## src/rtl/tbpr_pkg.sv

```systemverilog
package tbpr_pkg;

  localparam int VRAM_BYTES   = 8192;
  localparam int VRAM_WORDS   = VRAM_BYTES / 2;
  localparam int VRAM_AW      = $clog2(VRAM_BYTES);
  localparam int VRAM_WORD_AW = $clog2(VRAM_WORDS);
  localparam int SCREEN_WIDTH = 160;

  localparam logic [7:0]  HSCROLL_RESET          = 8'd0;
  localparam logic [7:0]  VSCROLL_RESET          = 8'd0;
  localparam logic        MAP_SELECT_RESET       = 1'b0;
  localparam logic        TILE_DATA_SELECT_RESET = 1'b1;
  localparam logic [31:0] SHADE_TABLE_RESET      = 32'hFF4A5A00;

  // Both tile maps live in the top 2 KiB of video memory (offsets 0x1800 and 0x1C00).
  localparam logic [1:0] MAP_REGION = 2'b11;

  typedef enum logic {
    OP_WRITE  = 1'b0,
    OP_RENDER = 1'b1
  } opcode_t;

  typedef enum logic [2:0] {
    REG_HSCROLL          = 3'd0,
    REG_VSCROLL          = 3'd1,
    REG_MAP_SELECT       = 3'd2,
    REG_TILE_DATA_SELECT = 3'd3,
    REG_SHADE_TABLE      = 3'd4
  } reg_index_t;

  typedef struct packed {
    logic               opcode;
    logic [VRAM_AW-1:0] vram_address;
    logic [7:0]         write_data;
    logic [7:0]         line;
    logic [7:0]         column;
  } in_item_t;

  typedef struct packed {
    logic [1:0] colour_index;
    logic [7:0] shade;
  } out_item_t;

  typedef struct packed {
    logic [2:0]  index;
    logic [31:0] value;
  } cfg_write_t;

  typedef struct packed {
    logic [7:0]  hscroll;
    logic [7:0]  vscroll;
    logic        map_select;
    logic        tile_data_select;
    logic [31:0] shade_table;
  } cfg_t;

endpackage

```

## src/rtl/tbpr_stream_if.sv

```systemverilog
interface tbpr_stream_if #(
  parameter type payload_t = logic [7:0]
);
  logic     valid;
  logic     ready;
  payload_t data;

  modport source (output valid, output data, input ready);
  modport sink (input valid, input data, output ready);
endinterface

```

## src/rtl/tbpr_pixel.sv

```systemverilog
module tbpr_pixel (
  input  logic         clk,
  input  logic         rst_n,
  input  logic         vld,
  input  logic [2:0]   fine_x,
  input  logic [15:0]  tile_word,
  input  logic [31:0]  shade_table,
  output logic         advance,
  tbpr_stream_if.source out_ch
);

  logic                 out_valid_r;
  tbpr_pkg::out_item_t  out_data_r;
  tbpr_pkg::out_item_t  out_data_nxt;
  logic [2:0]           bit_sel;

  // Pixel 0 of a row is the most significant bit of each plane.
  assign bit_sel = ~fine_x;

  always_comb begin
    out_data_nxt.colour_index = {tile_word[8 + 32'(bit_sel)], tile_word[32'(bit_sel)]};
    out_data_nxt.shade        = shade_table[8 * 32'(out_data_nxt.colour_index) +: 8];
  end

  assign advance = !out_valid_r || out_ch.ready;

  always_ff @(posedge clk) begin
    if (!rst_n) begin
      out_valid_r <= 1'b0;
    end else if (advance) begin
      out_valid_r <= vld;
    end
  end

  always_ff @(posedge clk) begin
    if (advance) begin
      out_data_r <= out_data_nxt;
    end
  end

  assign out_ch.valid = out_valid_r;
  assign out_ch.data  = out_data_r;

endmodule

```

## src/flat_wrapper.sv

```systemverilog
// flat-port wrapper written by rule: the top's interface ports become plain ports
module tbpr_pixel_flat 
  (clk, rst_n, vld, fine_x, tile_word, shade_table, advance, out_ch_valid, out_ch_data, out_ch_ready);
  tbpr_stream_if out_ch_i ();
  input  logic clk;
  input  logic rst_n;
  input  logic vld;
  input  logic [2:0] fine_x;
  input  logic [15:0] tile_word;
  input  logic [31:0] shade_table;
  output logic advance;
  output wire logic [$bits(out_ch_i.valid)-1:0] out_ch_valid;
  output wire logic [$bits(out_ch_i.data)-1:0] out_ch_data;
  input wire logic [$bits(out_ch_i.ready)-1:0] out_ch_ready;
  assign out_ch_valid = out_ch_i.valid;
  assign out_ch_data = out_ch_i.data;
  assign out_ch_i.ready = out_ch_ready;
  tbpr_pixel u_core (.clk(clk), .rst_n(rst_n), .vld(vld), .fine_x(fine_x), .tile_word(tile_word), .shade_table(shade_table), .advance(advance), .out_ch(out_ch_i));
endmodule
```

## config.mk

```make
export PLATFORM = sky130hd
export DESIGN_NAME = tbpr_pixel_flat
export DESIGN_NICKNAME = d
export VERILOG_FILES = /design/src/rtl/tbpr_pkg.sv /design/src/rtl/tbpr_stream_if.sv /design/src/rtl/tbpr_pixel.sv /design/src/flat_wrapper.sv
export SDC_FILE = /design/constraint.sdc
export NUM_CORES = 1
export LEC_CHECK = 0
export ABC_AREA = 1
export BUFFER_PORTS_ARGS = -buffer_cell sky130_fd_sc_hd__buf_2
export CAP_MARGIN = 20
export CORE_MARGIN = 8
export CORE_UTILIZATION = 40
export CTS_BUF_LIST = sky130_fd_sc_hd__clkbuf_2
export DETAILED_ROUTE_END_ITERATION = 8
export PLACE_DENSITY = 0.78
export SYNTH_ARGS = -nofsm -noshare
export SYNTH_HDL_FRONTEND = slang
export SYNTH_SLANG_ARGS = --single-unit
export TNS_END_PERCENT = 1
```

## constraint.sdc

```tcl
create_clock -name clk -period 1.46 [get_ports clk]
set_input_delay 0.073 -clock clk [delete_from_list [all_inputs] [get_ports clk]]
set_output_delay 0.073 -clock clk [all_outputs]
set_load 0.005 [all_outputs]
```

Word-level counts from Yosys, hierarchy flattened

Cells that the tools add are included.

Flip-flop bits (word level): 9
Bits in latches: 0
RAM bits: 0
ROM bits: 0
Input bits: 55
Output and inout port bits: 10
Word-level logic and storage cells: 13
Memories kept: 0

$add $sub $neg: 1
$mul: 0
Divide/modulo/power cells: 0
Magnitude comparators: 2
Equal/unequal tests: 0
Shift-type cells: 1
Multiplexer cells: 4
Bitwise gates (word level): 1
Reductions and logical operators: 2

Operators with widths:

| kind                  | count |
|---|---|
| $lt A32 B5 Y1 const B | 1 |
| $shiftx A32 B6 Y8     | 1 |
| $add A4 B3 Y5 const A | 1 |
| $lt A3 B5 Y1 const B  | 1 |
| $bmux W1 S4           | 1 |
| $bmux W1 S3           | 1 |
| $not A3 Y3            | 1 |
| $mux W1               | 2 |
| $logic_not A1 Y1      | 1 |
| $logic_or A1 B1 Y1    | 1 |

Logic depth before layout (Yosys ltp)

Gate-level depths: netlist of run 1.

Depth in word-level cells: 5
Depth in mapped cells: 10
Mapped depth without buffers: 9

Least setup slack after synthesis of run 1

No wires, ideal clock.

Path type: input -> register
Start point: input port fine_x[0]
End point: register u_core.out_data_r, in the netlist u_core.out_ch.data[2] (data pin)
Setup time: 253 ps
Arrival time: 877 ps
Required time: 1207 ps
Slack: 330 ps
Stages on the path: 10
Buffers on the path: 2
Path through: buf_6 -> inv_6 -> nand2_1 -> nand3_2 -> nand3_4 -> nand2_4 -> buf_12 -> nand2_2 -> nand3_1 -> nand2_1

RTL lines:

| what                 | RTL line          | RTL |
|---|---|---|
| start, declared      | flat_wrapper.sv:8 | `input logic [2:0] fine_x;` |
| end signal, assigned | tbpr_pixel.sv:37  | `out_data_r <= out_data_nxt;` |
| end, declared        | tbpr_pixel.sv:13  | `tbpr_pkg::out_item_t out_data_r;` |

Worst setup path in the final report of run 1

Start point: register u_core.out_valid_r (netlist: u_core.out_ch.valid)
End point: output port advance

Cells in the longest elaborated chain, start to end: 2

Ends and longest elaborated chain:

| what                   | RTL line           | RTL |
|---|---|---|
| start, declared        | tbpr_pixel.sv:12   | `logic out_valid_r;` |
| start signal, assigned | tbpr_pixel.sv:31   | `out_valid_r <= vld;` |
| $logic_not A1 Y1       | tbpr_pixel.sv:25   | `assign advance = !out_valid_r \|\| out_ch.ready;` |
| $logic_or A1 B1 Y1     | tbpr_pixel.sv:25   |  |
| end, declared          | flat_wrapper.sv:11 | `output logic advance;` |

Every way passes these cells.

==> impl_metrics.json, run 1 <==
{
  "maxSlewViolCount": 0,
  "slowest_delay_ns": 0.31,
  "p_leak_nw": 0.7622,
  "cts_root_buffer": "clkbuf_2",
  "area_delta_synth_final_pct": 36.42,
  "fmax_mhz": 908.2,
  "synth_area_um2": 944.7,
  "p_per_area_mw_per_mm2": 660.2,
  "multi_input_area_um2": 524.3,
  "hp-class": "in2reg",
  "post_cts_resized": 0,
  "synth_area_leader_cell": "edfxtp_1",
  "grt_pass1_vias": 1052,
  "yosysSeqAreaShare_pct": 27.55,
  "yosysUniqueCellTypes": 16,
  "layout_min_cycle_time_ns": 1.101,
  "status": "finished, final reports clean",
  "core_area_mm2": 0.002233,
  "grt_antenna_before_repair": 0,
  "yosys_warnings": 0,
  "finClkSkew_ns": 0.0008017,
  "num_vias": 1047,
  "r2r_slack_ns": 0.54,
  "synthesis.nets": 188,
  "cp_max_fo": 10,
  "synth_area_per_cell_um2": 7.103,
  "ys_ff_latch": 9,
  "hpwl_mm": 2.324,
  "globalplace.congestion": 0.7844,
  "cts_setup_buffers": 0,
  "setup_viol": 0,
  "grt_overflow": 0,
  "maxCapViolCount": 0,
  "cpLargestDelayFamily": "flip-flops",
  "syn_inst": 133,
  "fin_nets": 255,
  "clk_pin_slew_ns": 0.08,
  "required_ns": 1.39,
  "grt_max_degree": 17,
  "cp.arrival_ns": 1.03,
  "avgRoutedWirePerCell_um": 11.48,
  "fillers": 215,
  "rows": 17,
  "viasPerCell": 4.612,
  "ir_drop_mv": 0.3211,
  "postRouteAntennaNets": 0,
  "cts_tree": "done",
  "antennaDiodeCount": 0,
  "start_util_pct": 42.30,
  "crit_path_top_delay_cell": "dfxtp_1",
  "seq_area_um2": 260.3,
  "synth_top_area_share_pct": 25.43,
  "path_cells": "nand2_1 > buf_2",
  "die_area_mm2": 0.004173,
  "cts.sinks": 9,
  "die_height_um": 64.60,
  "hold_viol_final": 0,
  "post-route-period-util_pct": 75.42,
  "die_x_um": 64.60,
  "h-tree-depth": 1,
  "drc_errors": 0,
  "hold_buffers": 0,
  "cts_buffer_depth": 2,
  "clock_latency_ns": 0.25,
  "routed_wl_mm": 2.607,
  "slew_headroom_pct": 76.14,
  "critPathLaunchType": "flip-flop",
  "grt_util_all_layers_pct": 12.30,
  "worstMarginPinSlew_ns": 0.3571,
  "grt_pass1_wl_mm": 4.326,
  "drt_pass1_iterations": 4,
  "worst_setup_path_end_kind": "primary output",
  "cts_inserted_buffers": 3,
  "p_total_uw": 850.8,
  "drt_iter0_markers": 24,
  "layout_common_cells": "buf_2, nand2_1, inv_1",
  "crit_type": "reg2out",
  "fin_tns_setup_ns": 0,
  "final_common_cell": "buf_2",
  "yosys-top-cells-area": "edfxtp_1, nand2_1, nand3b_1, nand3_1, inv_1",
  "ios": 65,
  "rsz0062_at_grt": "false",
  "worst-path-buf-inv": 1,
  "io_buffers": 64,
  "drive_gt1_share_pct": 46.73
}
## registers in the layout, summed over array words and instances (netlist names)
| name | flops |
|---|---|
| u_core.out_ch.data | 8 |
| u_core.out_ch.valid | 1 |
## report_power, final
group	switching, mW	leakage [nW]	internal [mW]
logic	0.189	0.654	0.164
clock network	0.0836	0.0166	0.0728
registers	0.00846	0.0919	0.333
## final timing paths
path | from | end | cells past startpoint
setup / recovery | u_core.out_ch.valid$_SDFFE_PN0P_ | advance | 2
hold / removal | vld | u_core.out_ch.valid$_SDFFE_PN0P_ | 3
setup reg to reg | u_core.out_ch.valid$_SDFFE_PN0P_ | u_core.out_ch.data[7]$_DFFE_PP_ | 1
hold reg to reg | u_core.out_ch.valid$_SDFFE_PN0P_ | u_core.out_ch.valid$_SDFFE_PN0P_ | 2
## metal layers
layer  global-route usage [%]  share of wire, %  vias up
li1                         -                 -      548
met3                    4.124               8.2        5
met1                    14.84                46      448
met2                    19.63                44       46
met5                        0                 0        -
met4                    4.905               1.5        0
## cells in the mapped netlist
cell type	number
buf_12	1
nand3_1	20
buf_6	1
nand3b_1	15
nand3_4	2
inv_1	26
inv_2	2
buf_4	2
dfxtp_1	1
nand3_2	4
a21boi_0	1
edfxtp_1	8
inv_6	1
nand2_4	2
nand2_2	12
nand2_1	35
## logic make-up (layout without fill, tap and decap cells)
kind of cell / after synthesis / after routing / synth area share (%)
flops: 9 / 9 / 27.55
compound gates: 1 / 1 / 0.7950
simple gates: 90 / 90 / 54.70
buf+inv: 33 / 99 / 16.95
## metrics by stage
step | cells | cell area [um^2] | hold WS [ns] | utilization [%] | setup slack (ns)
detailed placement | 223 | 1269 | 0.3435 | 56.81 | 0.1324
floorplan | 133 | 944.7 | 0.2144 | - | 0.3304
global route | 227 | 1289 | 0.07380 | 57.70 | 0.2580
CTS | 227 | 1289 | 0.07426 | 57.70 | 0.3370
finish | 227 | 1289 | 0.07156 | 57.70 | 0.3589
global placement | 223 | 1269 | 0.3210 | 56.81 | 0.1825
## final cells by class
cell class | instances | area share [%]
timing repair buffer | 66 | 26.02
tap | 28 | 2.718
clock buffer | 4 | 1.553
sequential | 9 | 20.19
multi-input combinational | 91 | 40.68
inverter | 29 | 8.835
Power figures use the tool's default switching activity.
==> run 2: changes to the inputs <==
--- a/config.mk
+++ b/config.mk
@@ -9,10 +9,10 @@
 export BUFFER_PORTS_ARGS = -buffer_cell sky130_fd_sc_hd__buf_2
 export CAP_MARGIN = 20
 export CORE_MARGIN = 8
-export CORE_UTILIZATION = 40
+export CORE_UTILIZATION = 38
 export CTS_BUF_LIST = sky130_fd_sc_hd__clkbuf_2
 export DETAILED_ROUTE_END_ITERATION = 8
-export PLACE_DENSITY = 0.78
+export PLACE_DENSITY = 0.77
 export SYNTH_ARGS = -nofsm -noshare
 export SYNTH_HDL_FRONTEND = slang
 export SYNTH_SLANG_ARGS = --single-unit
==> constraint.sdc (replaced) <==
create_clock -name clk -period 1 [get_ports clk]
set_input_delay 0.05 -clock clk [delete_from_list [all_inputs] [get_ports clk]]
set_output_delay 0.05 -clock clk [all_outputs]
set_load 0.005 [all_outputs]
==> run 2 against run 1 <==
  * Register-to-register slack lost 0.30 ns
  * Clock skew up 0.0054 ns
  * Core utilization barely moved
  * Clock power rose by 41%
  * Worst setup slack worse by 0.29 ns
  * Global-route usage shrank 0.86 points
  * Largest power group unchanged
  * Highest routed layer is now met3
==> impl_metrics.json, run 2 (synthesis gave the netlist of run 1 again) <==
{
  "status": "finished, final reports clean",
  "layout_common_cells": "buf_2, nand2_1, inv_1",
  "layout_min_cycle_time_ns": 0.9331,
  "fillers": 243,
  "largest_reg_flops": 8,
  "finClkSkew_ns": 0.006238,
  "postRouteAntennaNets": 0,
  "drt_iter0_markers": 40,
  "dpl_worst_slack_ns": -0.2516,
  "hold_viol_final": 0,
  "p_sw_uw": 425.5,
  "cp_max_fo": 8,
  "io_buffers": 64,
  "num_vias": 1053,
  "antennaDiodeCount": 0,
  "required_ns": 0.99,
  "die_height_um": 65.86,
  "hp-class": "in2reg",
  "worst_setup_path_end_kind": "flip-flop",
  "fmax_mhz": 1072,
  "rows": 18,
  "internal_power_uw": 881.9,
  "grt_pass1_vias": 1019,
  "setup_viol": 0,
  "grt_antenna_before_repair": 0,
  "power.share.switching_pct": 32.55,
  "power_frac_seq_pct": 38.3,
  "grt_overflow": 0,
  "cp.arrival_ns": 0.92,
  "p_leak_nw": 0.8151,
  "maxCapViolCount": 0,
  "critPathLaunchType": "input pin",
  "p_per_area_mw_per_mm2": 940.5,
  "final_common_cell": "buf_2",
  "viasPerCell": 4.481,
  "grt_util_all_layers_pct": 11.44,
  "grt_max_degree": 17,
  "crit_type": "in2reg",
  "post-route-period-util_pct": 93.31,
  "slew_headroom_pct": 85.61,
  "maxSlewViolCount": 0,
  "cts_buffer_depth": 2,
  "drive_gt1_share_pct": 52.20,
  "h-tree-depth": 1,
  "cts_tree": "done",
  "cts.sinks": 9,
  "ios": 65,
  "clk_pin_slew_ns": 0.09,
  "p_clk_share_pct": 16.8,
  "core_area_mm2": 0.002410,
  "globalplace.congestion": 0.8280,
  "grt_pass1_wl_mm": 4.077,
  "worstMarginPinSlew_ns": 0.2157,
  "hpwl_mm": 2.271,
  "drc_errors": 0,
  "cts_root_buffer": "clkbuf_2",
  "die_area_mm2": 0.004338,
  "ir_drop_mv": 0.6506,
  "start_util_pct": 39.20,
  "die_x_um": 65.86,
  "routed_wl_mm": 2.653,
  "avgRoutedWirePerCell_um": 11.29,
  "drt_pass1_iterations": 4,
  "clock_latency_ns": 0.23,
  "fin_ws_ns": 0.06693,
  "whs_ns": 0.05433,
  "pwr-share-comb_pct": 44.8,
  "area_delta_synth_final_pct": 47.15,
  "cts_inserted_buffers": 3,
  "fin_nets": 261,
  "hold_buffers": 0
}
-- run 2: changes by cell type in the layout (fill, tap and decap cells not counted), sizes merged --
cell / change
buf: +6
-- run 2: power by group through the flow --
| stage | logic [mW] | clock network, mW | registers (mW) |
|---|---|---|---|
| floorplan | 0.338 | 0 | 0.520 |
| global placement | 0.564 | 0 | 0.505 |
| detailed placement | 0.566 | 0 | 0.509 |
| CTS | 0.569 | 0.229 | 0.501 |
| global route | 0.656 | 0.249 | 0.508 |
| finish | 0.586 | 0.220 | 0.501 |
-- run 2: what timing repair did --
action | CTS | global route
pin swaps | 0 | 1
resized for setup | 1 | 4
endpoints found under the setup margin | 1 | 9
gates cloned | 0 | 0
hold endpoints to repair | 0 | 0
setup buffers | 0 | 3
-- run 2: metal layers --
layer / share of wire, % / GRT usage (%) / vias to the layer above
li1: - / - / 562
met1: 39 / 12.48 / 466
met2: 55 / 20.46 / 25
met3: 5.7 / 2.712 / 0
met4: 0 / 4.905 / 0
met5: 0 / 0 / -
-- run 2: layout make-up --
| cell class | instances | area [um^2] | share of cell area (%) |
|---|---|---|---|
| clock buffer | 4 | 20.02 | 1.440 |
| timing repair buffer | 72 | 395.4 | 28.44 |
| inverter | 29 | 116.4 | 8.371 |
| tap | 30 | 37.54 | 2.700 |
| multi-input combinational | 91 | 559.3 | 40.23 |
| sequential | 9 | 261.5 | 18.81 |
-- run 2: metrics by stage --
| stage | power (mW) | setup TNS, ns | instances | instance area, um^2 | utilization, % |
|---|---|---|---|---|---|
| floorplan | 0.8579 | -0.7245 | 133 | 983.4 | - |
| global placement | 1.069 | -1.816 | 228 | 1336 | 55.45 |
| detailed placement | 1.075 | -1.893 | 228 | 1336 | 55.45 |
| CTS | 1.299 | 0 | 232 | 1359 | 56.39 |
| global route | 1.414 | -0.003542 | 235 | 1390 | 57.68 |
| finish | 1.307 | 0 | 235 | 1390 | 57.68 |
-- run 2: worst max-delay path, stage by stage --
cell and delay [ns]:
buf_2 0.14, inv_2 0.10, nand3_1 0.08, nand2_1 0.08
nand2_1 0.08, nand2_4 0.12, inv_2 0.10, nand3_1 0.11
nand2_1 0.06
-- run 2: path summary, 6_finish.rpt --
| check | slack (ns) | from | to | cells past startpoint |
|---|---|---|---|---|
| worst max-delay path | 0.07 | fine_x[1] | u_core.out_ch.data[7]$_DFFE_PP_ | 9 |
| worst max register to register | 0.24 | u_core.out_ch.valid$_SDFFE_PN0P_ | u_core.out_ch.data[3]$_DFFE_PP_ | 1 |
| worst min-delay path | 0.05 | vld | u_core.out_ch.valid$_SDFFE_PN0P_ | 3 |
| worst min register to register | 0.60 | u_core.out_ch.valid$_SDFFE_PN0P_ | u_core.out_ch.valid$_SDFFE_PN0P_ | 2 |
